==> src/sv/ghn_pkg.sv <==
// ----------------------------------------------------------------------------
// ghn_pkg: shared types and constants
// Widths, command codes and the bin store request bundle for the histogram.
// ----------------------------------------------------------------------------
package ghn_pkg;

  localparam int NUM_BINS    = 256;
  localparam int BIN_IDX_W   = $clog2(NUM_BINS);
  localparam int COUNT_W     = 24;
  localparam int HEIGHT_W    = 12;
  localparam int PROD_W      = COUNT_W + HEIGHT_W;
  localparam int DIV_CNT_W   = $clog2(HEIGHT_W);

  localparam logic [COUNT_W-1:0]  COUNT_MAX    = {COUNT_W{1'b1}};
  localparam logic [HEIGHT_W-1:0] LIMIT_RESET  = HEIGHT_W'(400);

  typedef enum logic [1:0] {
    CMD_COUNT = 2'd0,
    CMD_READ  = 2'd1,
    CMD_CLEAR = 2'd2,
    CMD_NONE  = 2'd3
  } cmd_t;

  typedef struct packed {
    logic                 rd_en;
    logic                 wr_en;
    logic                 clr;
    logic [BIN_IDX_W-1:0] addr;
    logic [COUNT_W-1:0]   wr_data;
  } store_req_t;

endpackage

==> src/sv/ghn_divider.sv <==
// ----------------------------------------------------------------------------
// ghn_divider: restoring divider
// One quotient bit per cycle; the quotient is known to fit HEIGHT_W bits
// because the dividend is below divisor times 2^HEIGHT_W.
// ----------------------------------------------------------------------------
module ghn_divider (
  input  logic                          clk,
  input  logic                          rst_n,
  input  logic                          start,
  input  logic [ghn_pkg::PROD_W-1:0]    dividend,
  input  logic [ghn_pkg::COUNT_W-1:0]   divisor,
  output logic                          done,
  output logic [ghn_pkg::HEIGHT_W-1:0]  quotient
);

  logic                            run_r, run_nxt;
  logic                            done_r, done_nxt;
  logic [ghn_pkg::DIV_CNT_W-1:0]   cnt_r, cnt_nxt;
  logic [ghn_pkg::COUNT_W-1:0]     rem_r, rem_nxt;
  logic [ghn_pkg::HEIGHT_W-1:0]    low_r, low_nxt;
  logic [ghn_pkg::HEIGHT_W-1:0]    q_r, q_nxt;
  logic [ghn_pkg::COUNT_W-1:0]     div_r, div_nxt;
  logic [ghn_pkg::COUNT_W:0]       trial;
  logic                            ge;

  assign trial = {rem_r, low_r[ghn_pkg::HEIGHT_W-1]};
  assign ge    = trial >= {1'b0, div_r};

  always_comb begin
    run_nxt  = run_r;
    done_nxt = 1'b0;
    cnt_nxt  = cnt_r;
    rem_nxt  = rem_r;
    low_nxt  = low_r;
    q_nxt    = q_r;
    div_nxt  = div_r;
    if (start) begin
      run_nxt = 1'b1;
      cnt_nxt = '0;
      rem_nxt = dividend[ghn_pkg::PROD_W-1:ghn_pkg::HEIGHT_W];
      low_nxt = dividend[ghn_pkg::HEIGHT_W-1:0];
      div_nxt = divisor;
      q_nxt   = '0;
    end else if (run_r) begin
      rem_nxt = ge ? trial[ghn_pkg::COUNT_W-1:0] - div_r : trial[ghn_pkg::COUNT_W-1:0];
      low_nxt = {low_r[ghn_pkg::HEIGHT_W-2:0], 1'b0};
      q_nxt   = {q_r[ghn_pkg::HEIGHT_W-2:0], ge};
      cnt_nxt = cnt_r + 1'b1;
      if (cnt_r == ghn_pkg::DIV_CNT_W'(ghn_pkg::HEIGHT_W - 1)) begin
        run_nxt  = 1'b0;
        done_nxt = 1'b1;
      end
    end
  end

  always_ff @(posedge clk) begin
    if (!rst_n) begin
      run_r  <= 1'b0;
      done_r <= 1'b0;
      cnt_r  <= '0;
    end else begin
      run_r  <= run_nxt;
      done_r <= done_nxt;
      cnt_r  <= cnt_nxt;
    end
    rem_r <= rem_nxt;
    low_r <= low_nxt;
    q_r   <= q_nxt;
    div_r <= div_nxt;
  end

  assign done     = done_r;
  assign quotient = q_r;

endmodule

==> config.mk <==
export PLATFORM = sky130hd
export DESIGN_NAME = ghn_divider
export DESIGN_NICKNAME = d
export VERILOG_FILES = /design/src/sv/ghn_pkg.sv /design/src/sv/ghn_divider.sv
export SDC_FILE = /design/constraint.sdc
export NUM_CORES = 1
export LEC_CHECK = 0
export ABC_AREA = 0
export BUFFER_PORTS_ARGS = -buffer_cell sky130_fd_sc_hd__buf_2
export CAP_MARGIN = 0
export CORE_ASPECT_RATIO = 1.25
export CORE_MARGIN = 4
export CORE_UTILIZATION = 30
export DETAILED_ROUTE_END_ITERATION = 8
export PLACE_DENSITY = 0.49
export SYNTH_ARGS = -nofsm -noshare
export SYNTH_HDL_FRONTEND = slang
export SYNTH_SLANG_ARGS = --single-unit
==> constraint.sdc <==
create_clock -name clk -period 3.2 [get_ports clk]
set_input_delay 0.32 -clock clk [delete_from_list [all_inputs] [get_ports clk]]
set_output_delay 0.32 -clock clk [all_outputs]
set_load 0.02 [all_outputs]
Word level (Yosys, flattened, before mapping)
Cells that the tools add are included.
{ "op_classes": {"add_sub_neg": 2, "order_cmp": 1, "eq_ne": 1, "n_mux": 9, "bitwise_logic": 2, "reduce_logical": 3} }
{ "op_table": {"columns": ["op", "count"], "rows": [
  ["$mux 24", 3],
  ["$ge 25x24->1", 1],
  ["$mux 12", 2],
  ["$sub 24x24->24", 1],
  ["$add 4x1->4 const B", 1],
  ["$eq 4x4->1 const B", 1],
  ["$mux 1", 4],
  ["$reduce_or 3->1", 1],
  ["$not 1->1", 2],
  ["$reduce_bool 2->1", 1],
  ["$reduce_or 2->1", 1]
]} }
{ "totals": {"register_bits": 78, "in_bits": 63, "output_inout_bits": 13, "word_cells": 25} }

Longest topological paths before layout
{ "logic_depth": {"depth_word": 4, "depth_mapped": 12} }

Worst setup path after synthesis
OpenSTA, ideal clock, no wires.
{ "synth_path": {"kind": "flip-flop to flip-flop", "startpoint": "register low_r[11] in the netlist's numbering", "endpoint": "register rem_r[20] in the netlist's numbering (data pin)", "setup_ns": 0.261, "arrival_time_ns": 2.705, "required_time_ns": 2.939, "setup_slack_ns": 0.234, "stages_incl_launch_ff": 13, "period_less_slack_ns": 2.966, "path_cell_list": "edfxtp_1 inv_1 ha_1 inv_1 fa_1 a211oi_2 o21ai_2 a2111oi_4 nor4_2 or3_1 a21oi_2 xnor2_1 a221o_1"} }
{ "synth_via": {"elab_chain_cells": 4} }
{ "synth_rtl": {"columns": ["item", "line", "text"], "rows": [
  ["start, declared", "ghn_divider.sv:20", "logic [ghn_pkg::HEIGHT_W-1:0] low_r, low_nxt;"],
  ["start signal, assigned", "ghn_divider.sv:67", "low_r <= low_nxt;"],
  ["$sub 24x24->24 / $ge 25x24->1 (equally long branches)", "ghn_divider.sv:45, ghn_divider.sv:27", null],
  ["$mux 24 *", "ghn_divider.sv:45", "rem_nxt = ge ? trial[ghn_pkg::COUNT_W-1:0] - div_r : trial[ghn_pkg::COUNT_W-1:0];"],
  ["$mux 24 *", "ghn_divider.sv:44", "end else if (run_r) begin"],
  ["$mux 24 *", "ghn_divider.sv:37", "if (start) begin"],
  ["net rem_nxt, one bit", "ghn_divider.sv:19", "logic [ghn_pkg::COUNT_W-1:0] rem_r, rem_nxt;"],
  ["end signal, assigned", "ghn_divider.sv:66", "rem_r <= rem_nxt;"],
  ["end, declared", "ghn_divider.sv:19", null]
]} }
The timed path passes the listed nets; every way through them passes the cells marked *. The select of a mux whose other input is x is not followed.
A chain may end at the register's enable or synchronous reset.

Final worst setup path
Same ends and word-level chain as after synthesis.

==> flow_summary.ini <==
[run_status]
outcome = finished, final reports clean

[logic_synthesis]
synth_top_family_by_area = compound AO/OA/AOI/OAI gates
synth_top_area_share_pct = 39.7
synth_top_cells_by_area = edfxtp_1 (40%), dfxtp_1 (7.9%), ha_1 (6.9%)
syn_inst = 412
synth.area.mux_share_pct = 6.50
synth_warnings = 0
synth-edff-count = 60
ys_types = 67
synthSimpleGateAreaFrac_pct = 13.1
ys.flop_type = edfxtp_1
syn_nets = 501
synth_area_mm2 = 0.00454
synthXorXnorAreaFrac_pct = 4.44
ys_ff_latch = 78
synth-async-reset-ratio_pct = 0
yosys.area.top_type = edfxtp_1
synthAdderAreaFrac_pct = 7.33
yosysSeqAreaShare_pct = 47.6
synth_compound_area_share_pct = 15.8
synth_area_per_cell_um2 = 11.0

[pwr]
ir_drop_uv = 242
leakage_nw = 2.27
power_density_mw_per_mm2 = 704

[placed_design]
placed_cells_incl_taps = 656
io_buffers = 75
place_area_mm2 = 0.00509
gpl.final_weighted_congestion = 0.824
hpwl_um = 7210

[hold_path]
min_path_type = in2reg
hold_path_depth = 1

[global_routing]
grt_pass1_vias = 3446
antenna_found_initial = 1
grt_max_degree = 94
grt_pass1_wl_um = 16600
grt_overflow = 0
grt_usage_pct = 11.8

[cts]
htree_levels = 3
cts_buffer_depth = 2
clk_latency_ns = 0.34
cts_root_buffer = clkbuf_16
tritoncts = yes
path_clk_slew_ns = 0.06
cts_num_sinks = 78
cts_buffers = 9

[finish]
fin_cells = 674
mostFrequentLayoutCell = buf_2
drive_above_1_share_pct = 26.4
final_nets = 576
nFillCells = 1518
stdcell_area_mm2 = 0.00544
diodes = 0
layout_common_cells = buf_2 (74), edfxtp_1 (60), nor2_1 (32)
area_delta_synth_final_pct = 19.7

[worst_setup_path]
cp.arrival_ns = 3.19
critPathRequiredTime_ns = 3.29
crit_path_frequent_cell = inv_1
worst_setup_path_end_kind = flop
cp_cell_sequence = inv_1, ha_2, inv_1, fa_2, a211oi_2, o21ai_2, a2111oi_4, nor4_4, or3_4, a21oi_2, xnor2_1, a221o_1
critPathMaxFanout = 3
slowest_delay_ns = 0.44
crit_slowest_cell = a2111oi_4
reg2reg_depth = 12
worst_setup_path_start_kind = flop
critical_path_class = reg2reg

[timing]
drv_slew = 0
hold_viol = 0
finalSetupViolations = 0
fin_crit_sh_pct = 96.8
finalCriticalPeriod_ns = 3.10
fmax_mhz = 323
worst_slew_pin_slew_ns = 0.997
slew_headroom_pct = 33.6
skew_ns = 0.00737
rsz0062_at_grt = true

[die]
num_io_pins = 76
die_w_um = 118
initial_core_util_pct = 30.5
die_y_um = 146
die_area_mm2 = 0.0172
rows = 50
core_area_mm2 = 0.0149

[drt]
dr.pass1.iters = 4
wl_per_cell_um = 14.8
viasPerCell = 4.91
finalWirelength_um = 9980
vias = 3310
drc = 0
ant_nets = 0
drtIter0Drc = 178

[job]
maxCapViolations = 0
-- registers in the layout, summed over array words and instances (netlist names) --
name and cells:
div_r 24, rem_r 24, low_r 12, quotient 12, cnt_r 4, done 1
run_r 1
-- cells in the mapped netlist, drive strengths merged (3+ instances only) --
| cell type | number |
|---|---|
| a21oi | 21 |
| a211oi | 3 |
| a221o | 4 |
| nor3 | 4 |
| mux2i | 16 |
| xnor2 | 10 |
| nor2 | 32 |
| nand4 | 4 |
| ha | 25 |
| nand3b | 14 |
| edfxtp | 60 |
| xor2 | 13 |
| nand3 | 4 |
| o21ai | 18 |
| o311ai | 13 |
| nand2 | 26 |
| buf | 9 |
| mux2 | 12 |
| clkbuf | 10 |
| a21o | 13 |
| o211ai | 3 |
| inv | 28 |
| o31ai | 4 |
| nor4 | 3 |
| nand2b | 3 |
| or3 | 3 |
| nor2b | 8 |
| dfxtp | 18 |
-- metrics by stage --
| stage | util [%] | setup WS [ns] | TNS (ns) | hold slack [ns] | total power [W] |
|---|---|---|---|---|---|
| after floorplan | - | 0.234 | 0 | 0.419 | 0.00246 |
| after global placement | 34.2 | 0.111 | 0 | 0.475 | 0.00278 |
| after detailed placement | 34.2 | 0.0538 | 0 | 0.487 | 0.00279 |
| after CTS | 36.3 | 0.0329 | 0 | 0.140 | 0.00385 |
| after global routing | 36.5 | -0.0638 | -0.0638 | 0.138 | 0.00410 |
| final | 36.5 | 0.103 | 0 | 0.153 | 0.00383 |
-- cell families after synthesis --
family,after synthesis
flip-flops,78
AND/OR/NAND/NOR,113
multiplexers,28
buffers and inverters,48
adder cells (fa/ha/maj),26
XOR/XNOR,23
AO/OA/AOI/OAI,96
-- worst max-delay path, delay by kind of cell (launching register included) --
kind                       cells  cell delay [ns]
xor gates and xnor gates       1             0.08
buffers and inverters          2             0.14
DFF                            1             0.35
adders and majority gates      2             0.53
and+or+nand+nor                2             0.47
AOI/OAI and AO/OA              5             1.27
-- final timing paths --
path                                   from         to  slack [ns]
worst max register to register    low_r[11]  rem_r[20]        0.10
worst min register to register     cnt_r[2]       done        0.50
worst min-delay path            divisor[21]  div_r[21]        0.15
worst max-delay path              low_r[11]  rem_r[20]        0.10
-- per-layer routing --
metal  routed length [µm]  part of all wire [%]  up-vias  GRT usage (%)
met4                  127                   1.3        2           4.11
met3                  510                   5.1       10           4.16
met2                 4740                    48       58           19.1
met1                 4580                    46     1567           14.7
met5                   12                  0.12        -              0
li1                     -                     -     1673              -
-- final cells by class --
| cell class | count | area (µm²) | share of cell area [%] |
|---|---|---|---|
| Multi-Input combinational cell | 286 | 2160 | 39.8 |
| Sequential cell | 78 | 2160 | 39.8 |
| Timing Repair Buffer | 84 | 470 | 8.66 |
| Clock buffer | 13 | 282 | 5.18 |
| Tap cell | 182 | 228 | 4.19 |
| Inverter | 28 | 105 | 1.93 |
| Clock inverter | 3 | 23.8 | 0.437 |
-- power by group --
part | leakage (nW) | switching [W] | internal, W | total (W)
Sequential | 0.748 | 0.0000702 | 0.00128 | 0.00135
Clock | 0.151 | 0.000415 | 0.000619 | 0.00103
Combinational | 1.37 | 0.000797 | 0.000646 | 0.00144
-- timing repair --
action / 4_1_cts / 5_1_grt
resized for setup: 0 / 5
hold buffers: 0 / 0
buffers inserted: 0 / 2
endpoints found under the setup margin: 0 / 14
(Power assumes the default switching activity.)
